## src/conv2d_3x3_zero_pad_macros.svh

```systemverilog
// Assertion macros shared by the convolution block.
`ifndef CONV2D_3X3_ZERO_PAD_MACROS_SVH
`define CONV2D_3X3_ZERO_PAD_MACROS_SVH

// The consequent must hold in the same cycle as the antecedent.
`define C2D_ASSERT_HOLDS(label, ante, cons, msg) \
	label: assert property (@(posedge clk) disable iff (!arst_n) (ante) |-> (cons)) \
		else $error(msg);

// The consequent must hold in the cycle after the antecedent.
`define C2D_ASSERT_NEXT(label, ante, cons, msg) \
	label: assert property (@(posedge clk) disable iff (!arst_n) (ante) |=> (cons)) \
		else $error(msg);

`endif

```

## src/c2d_pkg.sv

```systemverilog
// Shared types and constants of the 3x3 convolution block.
`timescale 1ns / 1ps

package c2d_pkg;

	localparam int MAX_WIDTH  = 1024;
	localparam int COL_W      = $clog2(MAX_WIDTH);
	localparam int PIX_W      = 8;
	localparam int ROW_W      = 12;
	localparam int QROW_W     = ROW_W + 1;
	localparam int KERN_W     = 24;
	localparam int FW_W       = 11;
	localparam int FH_W       = 12;
	localparam int CFG_IDX_W  = 3;
	localparam int CFG_DATA_W = 24;

	localparam logic [PIX_W-1:0]  OUT_BIAS         = 8'd127;
	localparam logic [KERN_W-1:0] KERN_TOP_RST     = 24'd0;
	localparam logic [KERN_W-1:0] KERN_MIDDLE_RST  = 24'd256;
	localparam logic [KERN_W-1:0] KERN_BOTTOM_RST  = 24'd0;
	localparam logic [FW_W-1:0]   FRAME_WIDTH_RST  = 11'd640;
	localparam logic [FH_W-1:0]   FRAME_HEIGHT_RST = 12'd480;

	typedef enum logic {
		OP_PIXEL = 1'b0,
		OP_DRAIN = 1'b1
	} c2d_op_t;

	typedef enum logic [CFG_IDX_W-1:0] {
		REG_KERNEL_TOP    = 3'd0,
		REG_KERNEL_MIDDLE = 3'd1,
		REG_KERNEL_BOTTOM = 3'd2,
		REG_FRAME_WIDTH   = 3'd3,
		REG_FRAME_HEIGHT  = 3'd4
	} c2d_reg_t;

	// One window column: element 0 is the top pixel, element 2 the bottom one.
	typedef logic [2:0][PIX_W-1:0] c2d_col_t;

	// Which window edges fall outside the frame for one output pixel.
	typedef struct packed {
		logic top;
		logic bottom;
		logic left;
		logic right;
	} c2d_mask_t;

	typedef struct packed {
		logic shift;
		logic capture;
		logic top_off;
		logic bottom_off;
		logic col_off;
	} c2d_cell_ctl_t;

endpackage

```

## src/c2d_column_cell.sv

```systemverilog
// Window column cell: holds one pixel column, passes it on and forms its weighted sum.
`timescale 1ns / 1ps

module c2d_column_cell (
	input  logic                      clk,
	input  c2d_pkg::c2d_cell_ctl_t    ctl,
	input  c2d_pkg::c2d_col_t         col_in,
	input  c2d_pkg::c2d_col_t         coef,
	output c2d_pkg::c2d_col_t         col_out,
	output logic [c2d_pkg::PIX_W-1:0] sum_out
);
	import c2d_pkg::*;

	c2d_col_t         col_q;
	logic [PIX_W-1:0] sum_q;
	logic [PIX_W-1:0] sum_d;

	always_ff @(posedge clk) begin
		if (ctl.shift) begin
			col_q <= col_in;
		end
	end

	// Only the low byte of the total is kept, so each product is needed
	// only modulo 256 and an 8x8 multiply with an 8-bit result suffices.
	always_comb begin
		logic [PIX_W-1:0] term;
		logic             off;
		sum_d = '0;
		for (int i = 0; i < 3; i++) begin
			off  = ctl.col_off || (i == 0 && ctl.top_off) || (i == 2 && ctl.bottom_off);
			term = PIX_W'(col_q[i] * coef[i]);
			sum_d = sum_d + (off ? '0 : term);
		end
	end

	always_ff @(posedge clk) begin
		if (ctl.capture) begin
			sum_q <= sum_d;
		end
	end

	assign col_out = col_q;
	assign sum_out = sum_q;

endmodule

```

## config.mk

```make
export PLATFORM = sky130hd
export DESIGN_NAME = c2d_column_cell
export DESIGN_NICKNAME = d
export VERILOG_FILES = /design/src/conv2d_3x3_zero_pad_macros.svh /design/src/c2d_pkg.sv /design/src/c2d_column_cell.sv
export SDC_FILE = /design/constraint.sdc
export NUM_CORES = 1
export LEC_CHECK = 0
export BUFFER_PORTS_ARGS = -buffer_cell sky130_fd_sc_hd__clkbuf_2
export CAP_MARGIN = 10
export CORE_ASPECT_RATIO = 1.75
export CORE_MARGIN = 2
export CORE_UTILIZATION = 55
export CTS_CLUSTER_SIZE = 10
export DETAILED_ROUTE_END_ITERATION = 10
export GPL_ROUTABILITY_DRIVEN = 0
export HOLD_SLACK_MARGIN = 0.03
export PLACE_DENSITY = 0.83
export SETUP_SLACK_MARGIN = 0.05
export SLEW_MARGIN = 20
export SYNTH_ARGS = -nofsm -noshare
export SYNTH_HDL_FRONTEND = slang
export SYNTH_SLANG_ARGS = --single-unit
```

## constraint.sdc

```tcl
create_clock -name clk -period 10.55 [get_ports clk]
set_input_delay 1.055 -clock clk [delete_from_list [all_inputs] [get_ports clk]]
set_output_delay 1.055 -clock clk [all_outputs]
set_load 0.01 [all_outputs]
```

==> flow_metrics.py <==
metrics = {
    "outcome": {
        "outcome": "completed",
    },
    "sta": {
        "setup_ws_ns": 5.016,
        "fin_tns_setup_ns": 0,
        "finClkSkew_ns": 0.002898,
        "slew_headroom": 0.6056,
        "drv_slew": 0,
        "tightest_slew_ns": 0.5917,
        "fin_crit_ns": 5.535,
        "setup_viol": 0,
        "finalCritPeriodShare": 0.5246,
        "rsz0062_at_grt": "no",
        "clock.fmax_mhz": 180.7,
        "hold_viol": 0,
    },
    "finish": {
        "fillers": 590,
        "final_cell_area_mm2": 0.004775,
        "drive_gt1_frac": 0.1922,
        "area_delta_synth_final_pct": 16.95,
        "final_common_cell": "clkbuf_2",
        "fin_nets": 640,
        "diodes": 0,
        "final_cell_mix": "clkbuf_2, inv_1, and2_1, nand2_1, ha_1",
    },
    "critical_path": {
        "r2r_setup_slack_ns": 5.38,
        "cp-end-kind": "flop",
        "path_class": "primary input to flop",
        "critPathMaxFanout": 6,
        "arrival_ns": 5.56,
        "reg2reg_depth": 16,
        "critPathLaunchType": "primary input",
        "cp.required_ns": 10.57,
    },
    "job": {
        "drv_cap": 0,
    },
    "die": {
        "initial_utilization": 0.5685,
        "die_area_mm2": 0.008156,
        "die_w_um": 69.13,
        "core_mm2": 0.007182,
        "rows": 41,
        "ios": 86,
        "fp.dieH_um": 118.0,
    },
    "grt": {
        "grt_max_degree": 25,
        "grt_pass1_wl_mm": 14.71,
        "antenna_found_initial": 0,
        "grt-ovfl-total": 0,
        "grt_pass1_vias": 3322,
        "grt_usage": 0.2271,
    },
    "placed_design": {
        "pre_cts_ws_ns": 4.698,
        "port_buffers": 85,
        "place_area_mm2": 0.004612,
        "place_hpwl_mm": 7.196,
    },
    "pwr": {
        "max-vdd-ir-drop_v": 0.00009539,
        "leakagePower_uw": 0.002492,
        "p_per_area_mw_per_mm2": 168.1,
        "p_total_uw": 802.4,
    },
    "hold_path": {
        "hold_path_class": "primary input to flop",
        "holdPathStages": 1,
    },
    "routing": {
        "drtIter0Drc": 53,
        "drt-wirelength-per-cell_um": 14.79,
        "drc": 0,
        "first_pass_iters": 4,
        "wirelength_mm": 8.505,
        "vias_per_cell": 5.184,
        "postRouteAntennaNets": 0,
        "vias": 2981,
    },
    "clock_network": {
        "htreeDepth": 2,
        "ctsResizeCount": 0,
        "clk_latency_ns": 0.28,
        "cts_buffer_depth": 2,
        "numCtsBuffers": 5,
        "cts_root_buffer": "clkbuf_16",
        "path_clk_slew_ns": 0.05,
        "post_cts_buffers": 0,
        "cts_hold_buf": 0,
        "cts_sinks": 32,
        "tritoncts": "built",
    },
    "synth": {
        "synthesis.instances": 397,
        "synth_cell_types": 21,
        "yosysWarnings": 0,
        "synth-seq-area-share": 0.2354,
        "postSynthAreaPerCell_um2": 10.28,
        "syn_area_mm2": 0.004083,
        "ys_ff_latch": 32,
        "syn_nets": 549,
    },
}
routing by layer:
metal,track usage,share of wire,vias to the layer above
met5,0,0,-
met4,0.09069,0.028,0
met3,0.03425,0.034,21
met2,0.4525,0.59,76
met1,0.2249,0.35,1450
li1,-,-,1434
cell families after synthesis:
kind of cell / synth area share
AO/OA/AOI/OAI: 0.03187
XOR/XNOR: 0.1257
flip-flops: 0.2354
buffers and inverters: 0.05976
adder cells (fa/ha/maj): 0.3812
AND/OR/NAND/NOR: 0.1661
path summary, 6_finish.rpt:
| path | startpoint | endpoint |
|---|---|---|
| worst max register to register | col_out[9] | sum_out[7] |
| worst max-delay path | coef[10] | sum_out[7] |
| worst min register to register | col_out[16] | sum_out[0] |
| worst min-delay path | col_in[3] | col_out[3] |
per-stage QoR:
step	std cells	hold slack (ns)	util
CTS	575	0.9458	0.6648
global route	575	0.9436	0.6648
floorplan	397	0.8906	-
finish	575	0.9490	0.6648
detailed placement	567	1.002	0.6422
global placement	567	0.9847	0.6422
synth_stat cells, drive strengths merged:
cell     n  area [um2]
inv     64       240.2
and2    61       381.6
nand2   58       217.7
ha      54       675.7
fa      44       880.8
xnor2   33       289.0
edfxtp  32       960.9
a21oi   11       55.05
xor2    10       87.58
a21o     8       60.06
xnor3    6       136.4
nand2b   4       25.02
nor2     3       11.26
and3     2       12.51
o21bai   2       15.01
clkbuf   1       3.750
nand3    1       5.000
nor2b    1       6.260
nor3b    1       12.51
or2      1       6.260
power breakdown:
part           switching [uW]  total [uW]  internal [uW]  leakage [uW]
clock                    50.3         160            109     0.0000789
sequential               13.1         182            169      0.000316
combinational             230         461            231       0.00210
critical path, stage by stage:
cell,delay [ns]
clkbuf_2,0.13
and2_1,0.17
ha_1,0.22
fa_1,0.48
ha_1,0.30
inv_1,0.05
fa_1,0.52
fa_1,0.48
or2_2,0.30
fa_1,0.50
inv_1,0.04
ha_1,0.33
a21oi_1,0.26
o21bai_1,0.10
a21oi_1,0.22
xor2_1,0.18
xnor3_1,0.22
registers in the layout (all words and copies together), names as in the netlist:
name,cells
sum_out,8
col_out,24
layout make-up:
type / instances / area (um2) / share of cell area
Clock inverter: 3 / 37.54 / 0.007862
Multi-Input combinational cell: 300 / 2878 / 0.6027
Sequential cell: 32 / 960.9 / 0.2013
Timing Repair Buffer: 85 / 425.4 / 0.08910
Clock buffer: 5 / 125.1 / 0.02621
Tap cell: 86 / 107.6 / 0.02254
Inverter: 64 / 240.2 / 0.05031
Power figures use the tool's default switching activity.
